===== config.mk =====
export PLATFORM = sky130hd
export DESIGN_NAME = nvsc_cfg_flat
export DESIGN_NICKNAME = d
export VERILOG_FILES = /design/src/rtl/core/nv16_to_nv12_stride_crop_macros.svh /design/src/rtl/core/nvsc_pkg.sv /design/src/rtl/core/nvsc_cfg_if.sv /design/src/rtl/core/nvsc_cfg.sv /design/src/flat_wrapper.sv
export SDC_FILE = /design/constraint.sdc
export NUM_CORES = 1
export LEC_CHECK = 0
export BUFFER_PORTS_ARGS = -buffer_cell sky130_fd_sc_hd__buf_4
export CORE_MARGIN = 2
export CORE_UTILIZATION = 30
export CTS_CLUSTER_SIZE = 28
export DETAILED_ROUTE_END_ITERATION = 6
export PLACE_DENSITY = 0.5
export SYNTH_ARGS = -nofsm -noshare
export SYNTH_HDL_FRONTEND = slang
export SYNTH_SLANG_ARGS = --single-unit

===== constraint.sdc =====
create_clock -name clk -period 3.4 [get_ports clk]
set_input_delay 0.17 -clock clk [delete_from_list [all_inputs] [get_ports clk]]
set_output_delay 0.17 -clock clk [all_outputs]
set_load 0.05 [all_outputs]

===== src/rtl/core/nv16_to_nv12_stride_crop_macros.svh =====
// Assertion helpers shared by the core RTL.
`ifndef NV16_TO_NV12_STRIDE_CROP_MACROS_SVH
`define NV16_TO_NV12_STRIDE_CROP_MACROS_SVH

// Check cons in the same cycle as ante.
`define NVSC_ASSERT_NOW(label, clk, rst_n, ante, cons) \
	label: assert property (@(posedge clk) disable iff (!rst_n) (ante) |-> (cons)) \
		else $error("nvsc assertion failed");

// Check cons in the cycle after ante.
`define NVSC_ASSERT_NEXT(label, clk, rst_n, ante, cons) \
	label: assert property (@(posedge clk) disable iff (!rst_n) (ante) |=> (cons)) \
		else $error("nvsc assertion failed");

`endif


===== src/rtl/core/nvsc_pkg.sv =====
`timescale 1ns / 1ps

package nvsc_pkg;

	localparam int BYTE_W       = 8;
	localparam int CFG_W        = 13;
	localparam int CNT_W        = 12;
	localparam int IDX_W        = 3;
	localparam int MAX_LINE_DEF = 4096;

	localparam logic [CFG_W-1:0] STRIDE_MIN = 13'd1;
	localparam logic [CFG_W-1:0] ROWS_MIN   = 13'd2;
	localparam logic [CFG_W-1:0] DIM_MAX    = 13'd4096;
	localparam logic [CFG_W-1:0] RST_DIM    = 13'd640;

	typedef enum logic [IDX_W-1:0] {
		REG_ACTIVE_WIDTH,
		REG_ACTIVE_HEIGHT,
		REG_ROW_STRIDE,
		REG_PLANE_ROWS,
		REG_SOURCE_FORMAT
	} reg_idx_t;

	typedef enum logic {
		FMT_420,
		FMT_422
	} fmt_t;

	// Frame limits derived from the configuration registers.
	typedef struct packed {
		fmt_t             fmt;
		logic [CFG_W-1:0] stride;
		logic [CFG_W-1:0] ew;
		logic [CFG_W-1:0] eh;
		logic [CFG_W-1:0] luma_len;
		logic [CFG_W-1:0] chroma_len;
		logic [CFG_W-1:0] crows2;
		logic [CNT_W-1:0] crows;
	} lim_t;

	// What to do with the word at the current buffer position.
	typedef struct packed {
		logic             emit;
		logic             store;
		logic             avg;
		logic             fend;
		logic [CNT_W-1:0] col;
	} dec_t;

endpackage


===== src/rtl/core/nvsc_cfg_if.sv =====
`timescale 1ns / 1ps

interface nvsc_cfg_if import nvsc_pkg::*; ();
	logic             valid;
	logic             ready;
	logic [IDX_W-1:0] index;
	logic [CFG_W-1:0] data;

	modport source (output valid, output index, output data, input ready);
	modport sink (input valid, input index, input data, output ready);
endinterface


===== src/rtl/core/nvsc_cfg.sv =====
`timescale 1ns / 1ps

module nvsc_cfg import nvsc_pkg::*; (
	input  logic        clk,
	input  logic        arst_n,
	nvsc_cfg_if.sink    cfg,
	output lim_t        lim
);

	logic [CFG_W-1:0] width_q;
	logic [CFG_W-1:0] height_q;
	logic [CFG_W-1:0] stride_q;
	logic [CFG_W-1:0] rows_q;
	fmt_t             fmt_q;

	logic [CFG_W-1:0] stride;
	logic [CFG_W-1:0] prows;
	logic [CFG_W-1:0] eh;

	assign cfg.ready = 1'b1;

	always_ff @(posedge clk or negedge arst_n) begin
		if (!arst_n) begin
			width_q  <= RST_DIM;
			height_q <= RST_DIM;
			stride_q <= RST_DIM;
			rows_q   <= RST_DIM;
			fmt_q    <= FMT_420;
		end else if (cfg.valid) begin
			unique case (reg_idx_t'(cfg.index))
				REG_ACTIVE_WIDTH:  width_q  <= cfg.data;
				REG_ACTIVE_HEIGHT: height_q <= cfg.data;
				REG_ROW_STRIDE:    stride_q <= cfg.data;
				REG_PLANE_ROWS:    rows_q   <= cfg.data;
				REG_SOURCE_FORMAT: fmt_q    <= fmt_t'(cfg.data[0]);
				default: ;
			endcase
		end
	end

	always_comb begin
		stride = (stride_q < STRIDE_MIN) ? STRIDE_MIN :
			(stride_q > DIM_MAX) ? DIM_MAX : stride_q;
		prows  = (rows_q < ROWS_MIN) ? ROWS_MIN :
			(rows_q > DIM_MAX) ? DIM_MAX : rows_q;
		eh     = (height_q < prows) ? height_q : prows;

		lim.fmt        = fmt_q;
		lim.stride     = stride;
		lim.ew         = (width_q < stride) ? width_q : stride;
		lim.eh         = eh;
		lim.luma_len   = prows;
		lim.chroma_len = (fmt_q == FMT_420) ? (prows >> 1) : prows;
		lim.crows      = eh[CFG_W-1:1];
		lim.crows2     = {eh[CFG_W-1:1], 1'b0};
	end

endmodule


===== src/flat_wrapper.sv =====
// flat-port wrapper written by rule: the top's interface ports become plain ports
module nvsc_cfg_flat import nvsc_pkg::*;
  (clk, arst_n, lim, cfg_valid, cfg_index, cfg_data, cfg_ready);
  nvsc_cfg_if cfg_i ();
  input  logic clk;
  input  logic arst_n;
  output lim_t lim;
  input wire logic [$bits(cfg_i.valid)-1:0] cfg_valid;
  input wire logic [$bits(cfg_i.index)-1:0] cfg_index;
  input wire logic [$bits(cfg_i.data)-1:0] cfg_data;
  output wire logic [$bits(cfg_i.ready)-1:0] cfg_ready;
  assign cfg_i.valid = cfg_valid;
  assign cfg_i.index = cfg_index;
  assign cfg_i.data = cfg_data;
  assign cfg_ready = cfg_i.ready;
  nvsc_cfg u_core (.clk(clk), .arst_n(arst_n), .cfg(cfg_i), .lim(lim));
endmodule

==> metrics.csv <==
metric,value,unit
CP peak stage delay,420,ps
clock insertion delay at the later pin of the skew report,280,ps
reg-to-reg critical path startpoint,u_core.fmt_q$_DFFE_PN0P_,
relative slew slack,32.2,%
Tot GR Track Use,13.8,%
kind of critical path,reg2out,
outcome,"complete, no violations",
Crit path arrival time,3040,ps
Detail Route Antenna Nets,0,
unrepaired setup endpoints after global routing,false,
P_leak,2.33,nW
Final Hold Vio Count,0,
"Cell Area, Synth",3470,um2
capture point of the worst path,lim[11],
Final HPWL DP,6.86,mm
DIE WIDTH,112,um
Place WS,-90.3,ps
Yosys warning count,0,
row cnt,39,
CTS sink count,53,
setup slack after layout,188,ps
Synth cell types,35,
power density cells,1040,nW/um2
max cap viols,0,
actual slew at the worst max-slew pin,1020,ps
Num CTS Buffers,5,
Syn Area/Cell,10.7,um2
H-tree depth,2,
CTS max path bufs,2,
WP data required,3230,ps
Final period util,94.5,%
CP endpoint kind,primary output,
worst path bufs/invs,3,
Final Wtd Congestion,0.798,
WL final,8.64,mm
clk root buf,clkbuf_16,
Placed Cells,559,
Synth Register Bits,53,
register area share after synthesis,38.5,%
largest fanout on the critical path,5,
r2r setup slk,2240,ps
setup tns final,0,ps
fin cells,570,
final core utilization,40.8,%
final setup fails,0,
Final Instance Area,4640,um2
CP startpoint kind,register,
cell family with most CP delay,compound AO/OA/AOI/OAI gates,
Die ar.,12500,um2
minimum hold slack,145,ps
"Slew Viols, Final",0,
critical path cell sequence,nor4_4 -> nand3_2 -> a21oi_4 -> inv_1 -> ha_1 -> nand4_1 -> a21oi_2 -> a211oi_2 -> o41ai_4 -> buf_6 -> mux2_2 -> buf_4,
I/O pin total,111,
I/O Buffers,108,
Worst Clk Skew,0,ps
Worst R2R Path Depth,1,
Post-Synthesis Cells,325,
Pwr Total,4.83,mW
Layout area overhead,33.6,%
Tightest Hold Check Type,in2reg,
initial drt markers,97,
starting density of the core,30.6,%
Die Span Y,112,um
placed instance area,4390,um2
Antenna diodes,0,
Worst Hold Launch,cfg_data[12],
Highest Clock Rate,311,MHz
CP startpoint,u_core.rows_q[10]$_DFFE_PN0P_,
core area,11400,um2
global-route wire length before repair,14.1,mm
Critical-path top delay cell,dfrtp_1,
share of cells above drive strength 1,55.0,%
Remaining DRCs,0,
CTS tree,done,
drt via density,4.65,
Peak VDD IR,0.000725,V
Post-layout nets,469,
initial antenna violation count,0,
Mapped Nets,368,
global route overflow,0,
min cycle time layout,3210,ps
largest net degree at the start of global routing,54,
Worst path depth,12,
vias after detailed routing,2651,
WL per Instance,15.1,um
"Reg clk slew, reported paths",70,ps
RR Endpoint,u_core.fmt_q$_DFFE_PN0P_,
DRT Pass-1 Iters,4,
number of global-route vias before repair,2653,
[cell usage in the layout (no fill, tap or decap), drive strengths merged, types with 7 or more instances in the layout]
| cell | instances |
|---|---|
| buf | 132 |
| nor2 | 7 |
| ha | 24 |
| dfstp | 8 |
| mux2 | 77 |
| inv | 26 |
| o21ai | 15 |
| nand2 | 39 |
| dfrtp | 45 |
| a21oi | 7 |
[tightest hold or removal path: cells and delay by family]
kind                   cells  cell delay [ps]
buffers and inverters      1              110
AOI/OAI and AO/OA          1               60
and+or+nand+nor            1               50
[synth_stat cells]
cell / number / area [um2]
o41ai_4: 1 / 27.5
a21o_1: 6 / 45.0
o21ai_0: 15 / 75.1
nor2_1: 7 / 26.3
mux2_4: 10 / 150
a2111oi_0: 1 / 8.76
dfrtp_1: 45 / 1130
nand4_1: 3 / 18.8
a41o_1: 1 / 10.0
buf_1: 1 / 3.75
nor4_1: 2 / 12.5
or3b_2: 1 / 8.76
nand2b_1: 1 / 6.26
nor4_2: 2 / 25.0
nor3_1: 2 / 10.0
nor2b_1: 1 / 6.26
nand2_1: 39 / 146
conb_1: 2 / 7.51
buf_4: 28 / 210
dfstp_2: 8 / 210
and2_0: 1 / 6.26
buf_6: 1 / 11.3
a21oi_1: 6 / 30.0
a21oi_2: 1 / 8.76
and2_1: 1 / 6.26
o31a_1: 1 / 8.76
mux2_2: 67 / 754
ha_1: 24 / 300
nand3_1: 6 / 30.0
a41oi_2: 1 / 16.3
inv_1: 26 / 97.6
clkbuf_1: 9 / 33.8
a41oi_1: 1 / 8.76
a31oi_1: 2 / 12.5
a211oi_1: 2 / 15.0
[power breakdown]
| part | leakage [nW] | total [mW] | internal (mW) | switching, mW |
|---|---|---|---|---|
| registers | 0.624 | 0.926 | 0.786 | 0.140 |
| logic | 1.62 | 3.33 | 1.15 | 2.19 |
| clock network | 0.0810 | 0.572 | 0.349 | 0.222 |
[flip-flops by register name, summed over array words and instances (netlist names)]
| signal | cells |
|---|---|
| u_core.height_q | 13 |
| u_core.rows_q | 13 |
| u_core.stride_q | 13 |
| u_core.width_q | 13 |
| u_core.fmt_q | 1 |
[per-layer routing]
layer / vias up / routed length (um) / global-route usage [%]
li1: 1302 / - / -
met1: 1261 / 4110 / 19.6
met2: 86 / 4050 / 22.5
met3: 2 / 445 / 2.45
met4: 0 / 31 / 2.22
met5: - / 0 / 0
[how the worst min path moves through the flow]
stage / end / slack (ps) / cells past startpoint
global route: u_core.rows_q[1]$_DFFE_PN0P_ / 160 / 2
CTS: u_core.stride_q[12]$_DFFE_PN0P_ / 140 / 3
floorplan: u_core.fmt_q$_DFFE_PN0P_ / -130 / 0
global placement: u_core.width_q[1]$_DFFE_PN0P_ / 260 / 1
finish: u_core.stride_q[12]$_DFFE_PN0P_ / 150 / 3
detailed placement: u_core.stride_q[1]$_DFFE_PN0P_ / 270 / 1
[area by class of cell]
class,instances,area [um2]
Clock inverter,2,38.8
Sequential cell,53,1340
Fill cell,1128,6730
Timing Repair Buffer,133,1020
Tap cell,143,179
Clock buffer,6,129
Multi-Input combinational cell,207,1840
Inverter,26,97.6
[cells by family (layout without fill, tap and decap cells)]
family / count (synthesis) / in the layout / synth area share, %
multiplexers: 77 / 77 / 26.0
AND/OR/NAND/NOR: 66 / 66 / 8.72
buffers and inverters: 65 / 167 / 10.3
flip-flops: 53 / 53 / 38.5
AO/OA/AOI/OAI: 38 / 38 / 7.67
adder cells (fa/ha/maj): 24 / 24 / 8.64
other: 2 / 2 / 0.216
[timing repair]
action	in CTS	in global routing
setup endpoints to repair	50	45
gates resized for setup	1	9
buffers inserted	2	0
hold buffers	1	0
pin swaps	1	2
endpoints found under the hold margin	45	0
Note: power is estimated with default switching activity, not from simulation.
