$ cat src/rtl/core/nv16_to_nv12_stride_crop_macros.svh
// Assertion helpers shared by the core RTL.
`ifndef NV16_TO_NV12_STRIDE_CROP_MACROS_SVH
`define NV16_TO_NV12_STRIDE_CROP_MACROS_SVH

// Check cons in the same cycle as ante.
`define NVSC_ASSERT_NOW(label, clk, rst_n, ante, cons) \
	label: assert property (@(posedge clk) disable iff (!rst_n) (ante) |-> (cons)) \
		else $error("nvsc assertion failed");

// Check cons in the cycle after ante.
`define NVSC_ASSERT_NEXT(label, clk, rst_n, ante, cons) \
	label: assert property (@(posedge clk) disable iff (!rst_n) (ante) |=> (cons)) \
		else $error("nvsc assertion failed");

`endif

$ cat src/rtl/core/nvsc_pkg.sv
`timescale 1ns / 1ps

package nvsc_pkg;

	localparam int BYTE_W       = 8;
	localparam int CFG_W        = 13;
	localparam int CNT_W        = 12;
	localparam int IDX_W        = 3;
	localparam int MAX_LINE_DEF = 4096;

	localparam logic [CFG_W-1:0] STRIDE_MIN = 13'd1;
	localparam logic [CFG_W-1:0] ROWS_MIN   = 13'd2;
	localparam logic [CFG_W-1:0] DIM_MAX    = 13'd4096;
	localparam logic [CFG_W-1:0] RST_DIM    = 13'd640;

	typedef enum logic [IDX_W-1:0] {
		REG_ACTIVE_WIDTH,
		REG_ACTIVE_HEIGHT,
		REG_ROW_STRIDE,
		REG_PLANE_ROWS,
		REG_SOURCE_FORMAT
	} reg_idx_t;

	typedef enum logic {
		FMT_420,
		FMT_422
	} fmt_t;

	// Frame limits derived from the configuration registers.
	typedef struct packed {
		fmt_t             fmt;
		logic [CFG_W-1:0] stride;
		logic [CFG_W-1:0] ew;
		logic [CFG_W-1:0] eh;
		logic [CFG_W-1:0] luma_len;
		logic [CFG_W-1:0] chroma_len;
		logic [CFG_W-1:0] crows2;
		logic [CNT_W-1:0] crows;
	} lim_t;

	// What to do with the word at the current buffer position.
	typedef struct packed {
		logic             emit;
		logic             store;
		logic             avg;
		logic             fend;
		logic [CNT_W-1:0] col;
	} dec_t;

endpackage

$ cat src/rtl/core/nvsc_scan.sv
`timescale 1ns / 1ps

module nvsc_scan import nvsc_pkg::*; (
	input  logic clk,
	input  logic arst_n,
	input  logic accept,
	input  lim_t lim,
	output dec_t dec
);

	logic [CNT_W-1:0] col_q;
	logic [CNT_W-1:0] row_q;
	logic             chroma_q;

	logic [CFG_W-1:0] col;
	logic [CFG_W-1:0] row;
	logic [CFG_W-1:0] col_nx;
	logic [CFG_W-1:0] row_nx;
	logic [CFG_W-1:0] crows;
	logic [CFG_W-1:0] plane_len;
	logic             last_col;
	logic             col_in;

	always_comb begin
		col       = {1'b0, col_q};
		row       = {1'b0, row_q};
		col_nx    = col + 13'd1;
		row_nx    = row + 13'd1;
		crows     = {1'b0, lim.crows};
		last_col  = (lim.ew != '0) && (col == lim.ew - 13'd1);
		col_in    = col < lim.ew;
		plane_len = chroma_q ? lim.chroma_len : lim.luma_len;

		dec.emit  = 1'b0;
		dec.store = 1'b0;
		dec.avg   = 1'b0;
		dec.fend  = 1'b0;
		dec.col   = col_q;

		if (!chroma_q) begin
			dec.emit = (row < lim.eh) && col_in;
			dec.fend = (crows == '0) && (row == lim.eh - 13'd1) && last_col;
		end else if (lim.fmt == FMT_420) begin
			dec.emit = (row < crows) && col_in;
			dec.fend = (row == crows - 13'd1) && last_col;
		end else if ((row < lim.crows2) && col_in) begin
			dec.store = !row_q[0];
			dec.emit  = row_q[0];
			dec.avg   = row_q[0];
			dec.fend  = (row == lim.crows2 - 13'd1) && last_col;
		end
	end

	always_ff @(posedge clk or negedge arst_n) begin
		if (!arst_n) begin
			col_q    <= '0;
			row_q    <= '0;
			chroma_q <= 1'b0;
		end else if (accept) begin
			if (col_nx >= lim.stride) begin
				col_q <= '0;
				if (row_nx >= plane_len) begin
					row_q    <= '0;
					chroma_q <= !chroma_q;
				end else begin
					row_q <= row_nx[CNT_W-1:0];
				end
			end else begin
				col_q <= col_nx[CNT_W-1:0];
			end
		end
	end

endmodule

$ cat config.mk
export PLATFORM = sky130hd
export DESIGN_NAME = nvsc_scan
export DESIGN_NICKNAME = d
export VERILOG_FILES = /design/src/rtl/core/nv16_to_nv12_stride_crop_macros.svh /design/src/rtl/core/nvsc_pkg.sv /design/src/rtl/core/nvsc_scan.sv
export SDC_FILE = /design/constraint.sdc
export NUM_CORES = 1
export LEC_CHECK = 0
export BUFFER_PORTS_ARGS = -buffer_cell sky130_fd_sc_hd__buf_2
export CORE_UTILIZATION = 50
export DETAILED_ROUTE_END_ITERATION = 10
export PLACE_DENSITY = 0.74
export SYNTH_ARGS = -nofsm -noshare
export SYNTH_HDL_FRONTEND = slang
export SYNTH_SLANG_ARGS = --single-unit
$ cat constraint.sdc
create_clock -name clk -period 4.25 [get_ports clk]
set_clock_uncertainty 0.05 [all_clocks]
set_input_delay 0.6375 -clock clk [delete_from_list [all_inputs] [get_ports clk]]
set_output_delay 0.6375 -clock clk [all_outputs]
set_load 0.02 [all_outputs]
==> flow_results.org <==
** Global route
- Met1 Resource Use GR :: 33.75%
- Total Routing Usage GR :: between 20% and 30%
- In this run the most used layer during global routing was met2.
- Overflow left after global routing :: 0
- Largest net degree at the start of global routing :: 26
- Met2 track utilization from global routing :: 47.34%
- Initial antenna violation count :: 0
- Met3 Use GR :: under 10%
- Wire length of the first global-routing pass :: approximately 22 mm
- Number of global-route vias before repair :: between 4000 and 5000

** Worst setup path
- The worst register-to-register path ends at row_q[2]$_DFFE_PN0P_.
- Reg-to-reg critical path startpoint :: row_q[2]$_DFFE_PN0P_
- The worst setup path is launched from an input port.
- Register-to-register setup slack :: 0.41 ns
- WP data arrival :: 3.23 ns
- Peak fanout along the critical path :: 6
- Worst-case reg-to-reg path depth :: 10
- Setup crit end kind :: primary output
- Critical path data required time :: 3.56 ns
- Critical setup path kind :: input port to primary output

** Flow run
- Maximum capacitance violations :: 0

** Clock tree
- Cell at the root of the clock tree :: sky130_fd_sc_hd__clkbuf_8
- TritonCTS built the clock tree.
- Hold Buf Count CTS :: 0
- CTS clock-pin slew for the worst setup and hold paths :: 0.08 ns
- After clock tree synthesis, the repair step resized 0 gates.
- In this run the deepest clock path goes through 2 buffers.
- H-tree Lvls :: 1
- Number of buffers added by the clock tree synthesis step :: 3
- Counting every sink on the clock net gives 25.
- Insertion delay to the later sink of the worst-skew pair :: 0.26 ns
- Post CTS Setup Buffer Count :: 0

** Finish
- The final layout contains 934 nets.
- The number of antenna diodes in the final layout is 0.
- Filler cell count :: 923
- Of the cells placed in the final design, the portion with a size suffix greater than 1 is 18.21%.
- The area growth from synthesis to layout is 14.72%.
- For this run, the share of the core covered by cells in the final layout is between 50 and 60%.

** Floorplan
- Die H :: between 100 and 150 um
- Horizontal extent of the die :: 102.1 um
- I/O pin count :: 110
- Initial cell density of the core :: 51.54%
- Area of the die :: 10430 um^2
- CORE AREA :: 9729 um^2
- In this run the core area contains 36 standard-cell rows.

** Drt
- The routed design has 13.67 mm of wire.
- The detailed router finished its first iteration with 190 violations.
- Post-route DRC violation count :: 0
- In the final routed layout, each cell accounts on average for 15.35 um.
- The detail route stage leaves a number of antenna-violating nets equal to 0.
- The routed layout has 5199 vias.
- After detailed routing, the number of vias per cell comes to 5.835.
- The pre-antenna-repair detailed-routing pass consisted of 5 iterations.

** Synthesis
- Leading area contributor after synthesis :: sky130_fd_sc_hd__ha_1
- The synthesized netlist devotes slightly above 20% of its cell area to compound gates.
- Yosys instantiated no cell more often than sky130_fd_sc_hd__ha_1.
- A synthesized cell averages ~7.6 um^2.
- Number of warnings issued by yosys :: 0
- Number of enable flip-flop cells after synthesis :: 0
- By area the synthesized netlist is led by sky130_fd_sc_hd__ha_1 (20%), sky130_fd_sc_hd__dfrtp_1 (12%), sky130_fd_sc_hd__xnor2_1 (7.0%).
- Netlist Area Pre-Place :: 5015 um^2
- After synthesis, flip-flops and latches occupy 12.48% of the total area.
- By count the netlist is led by sky130_fd_sc_hd__ha_1 (81), sky130_fd_sc_hd__inv_1 (71), sky130_fd_sc_hd__nand2_1 (41).
- By area, the combinational part of the netlist is dominated by simple AND/OR/NAND/NOR gates.
- After Yosys synthesis, and, or, nand and nor cells account for approximately 22% of the synthesized area.
- Post-synthesis async set-or-reset flop share :: 100.0%
- The synthesized design devotes to its leading area cell type 20.21% of total area.
- Flip-flop and latch count after synthesis :: 25
- Xor/xnor cell area share of the yosys netlist :: 11.88%
- Counting every instance in the synthesized netlist gives 659.
- Number of library cell types mapped by synthesis :: around 60
- When the netlist entered floorplanning its net count stood at 834.
- Measured against the total synthesized area, the mux share comes to around 5.6%.
- After Yosys synthesis, full adders, half adders and majority gates account for 20.21% of the synthesized area.
- For this run, the leading register cell type out of synthesis is sky130_fd_sc_hd__dfrtp_1.

** Power
- For this design the ratio of total power to cell area is between 150 and 200 nW/um^2.
- Clk pwr share :: 14.3%
- Combinational cell fraction of total power :: 53.4%
- P_leak :: approximately 3 nW
- Share of power burned in registers :: 32.3%
- After layout, the design draws a total of about 0.00094 W.
- Switching fraction of total power :: 41.18%
- Cell internal power was estimated by the tool at ~0.00055 W.
- For this design the total switching power over the nets is 0.0003871 W.
- Max rail drop VDD :: a little under 200 uV

** Timing
- Hold violation count in the final report :: 0
- The routed design could run at a clock period as short as 3.916 ns.
- Max-slew violations :: 0
- Total negative setup slack :: 0 ns
- Dividing the final minimum period by the clock period gives 92.14%.
- Slew headroom :: 49.76%
- For this run, the top clock speed supported by timing is ~260 MHz.
- Worst-margin pin slew :: 0.7479 ns
- Setup repair after global routing left no endpoint under its margin.
- Endpoints failing setup :: 0
- Fin Hold WS :: 0.3011 ns

** Place
- # port buffers :: 109
- Final Wtd Congestion :: 0.9303
- HPWL reported at the end of detailed placement :: 11.36 mm

** Worst hold path
- The min-delay analysis places its worst path in the category input port to async pin.

** Status
- The flow ran to the end, and the final reports show no timing, DRC or antenna violations.
-- cells by family after synthesis --
family / count (synthesis)
and+or+nand+nor: 212
AOI/OAI and AO/OA: 151
buffers and inverters: 95
adders and majority gates: 81
xor gates and xnor gates: 68
muxes: 27
DFF: 25
-- area by class of cell --
type,count,area (um^2),area share [%]
Clock buffer,4,45.04,0.7829
Sequential cell,25,625.6,10.87
Inverter,71,266.5,4.632
Tap cell,133,166.4,2.893
Timing Repair Buffer,119,620.6,10.79
Multi-Input combinational cell,539,4029,70.03
-- metal layers --
metal  routed length, um  vias to the layer above  part of all wire [%]
met5                   0                        -                     0
met4                 203                        0                   1.5
met3                 622                       14                   4.5
met2                6670                      152                    49
met1                6177                     2438                    45
li1                    -                     2595                     -
-- stage by stage --
| step | area, um^2 | instances | setup slack, ns |
|---|---|---|---|
| 3_5_place_dp | 5708 | 887 | 0.3414 |
| 2_1_floorplan | 5015 | 659 | 0.6623 |
| 4_1_cts | 5753 | 891 | 0.3515 |
| 3_3_place_gp | 5708 | 887 | 0.4175 |
| 6_report | 5753 | 891 | 0.3342 |
| 5_1_grt | 5753 | 891 | 0.1785 |
-- how the worst max path moves through the flow --
stage,startpoint,endpoint,slack [ns],cells after the start
global placement,lim[1],dec[12],0.42,11
global route,lim[1],dec[12],0.18,11
CTS,lim[1],dec[12],0.35,11
floorplan,lim[1],dec[12],0.66,9
finish,lim[1],dec[12],0.33,11
detailed placement,lim[1],dec[12],0.34,11
-- cells in the final DEF, fill, tap and decap left out, drive strengths merged, types with 5 or more instances in the layout --
cell type / n
buf: 119
ha: 81
inv: 71
nand2: 41
xnor2: 40
o21ai: 39
nor2: 37
xor2: 28
nand3: 27
a21oi: 25
dfrtp: 25
nor3: 23
nand4: 19
and3: 17
mux2i: 17
a21o: 14
nor2b: 13
mux2: 10
nand2b: 9
a211oi: 9
o211ai: 8
a31oi: 6
a2111oi: 6
o2bb2ai: 6
and4: 5
o31ai: 5
a22o: 5
nor4: 5
-- critical path, stage by stage --
cell and delay [ns]:
sky130_fd_sc_hd__buf_2 0.12, sky130_fd_sc_hd__inv_1 0.08, sky130_fd_sc_hd__ha_1 0.26, sky130_fd_sc_hd__or4b_4 0.53, sky130_fd_sc_hd__or3_4 0.36, sky130_fd_sc_hd__o211ai_1 0.18
sky130_fd_sc_hd__o211ai_1 0.12, sky130_fd_sc_hd__o311a_1 0.13, sky130_fd_sc_hd__o41a_1 0.41, sky130_fd_sc_hd__a211oi_2 0.20, sky130_fd_sc_hd__buf_2 0.20
-- power groups by stage --
stage,sequential (W),combinational (W),clock [W]
finish,0.000303,0.000502,0.000135
global route,0.000307,0.000564,0.000149
CTS,0.000303,0.000502,0.000137
detailed placement,0.000308,0.000500,0
global placement,0.000307,0.000475,0
floorplan,0.000323,0.000304,0
-- sequential cells by signal (all words and copies together), names as in the netlist --
| signal | cells |
|---|---|
| col_q | 12 |
| chroma_q | 1 |
| row_q | 12 |
Note: power is estimated with default switching activity, not from simulation.
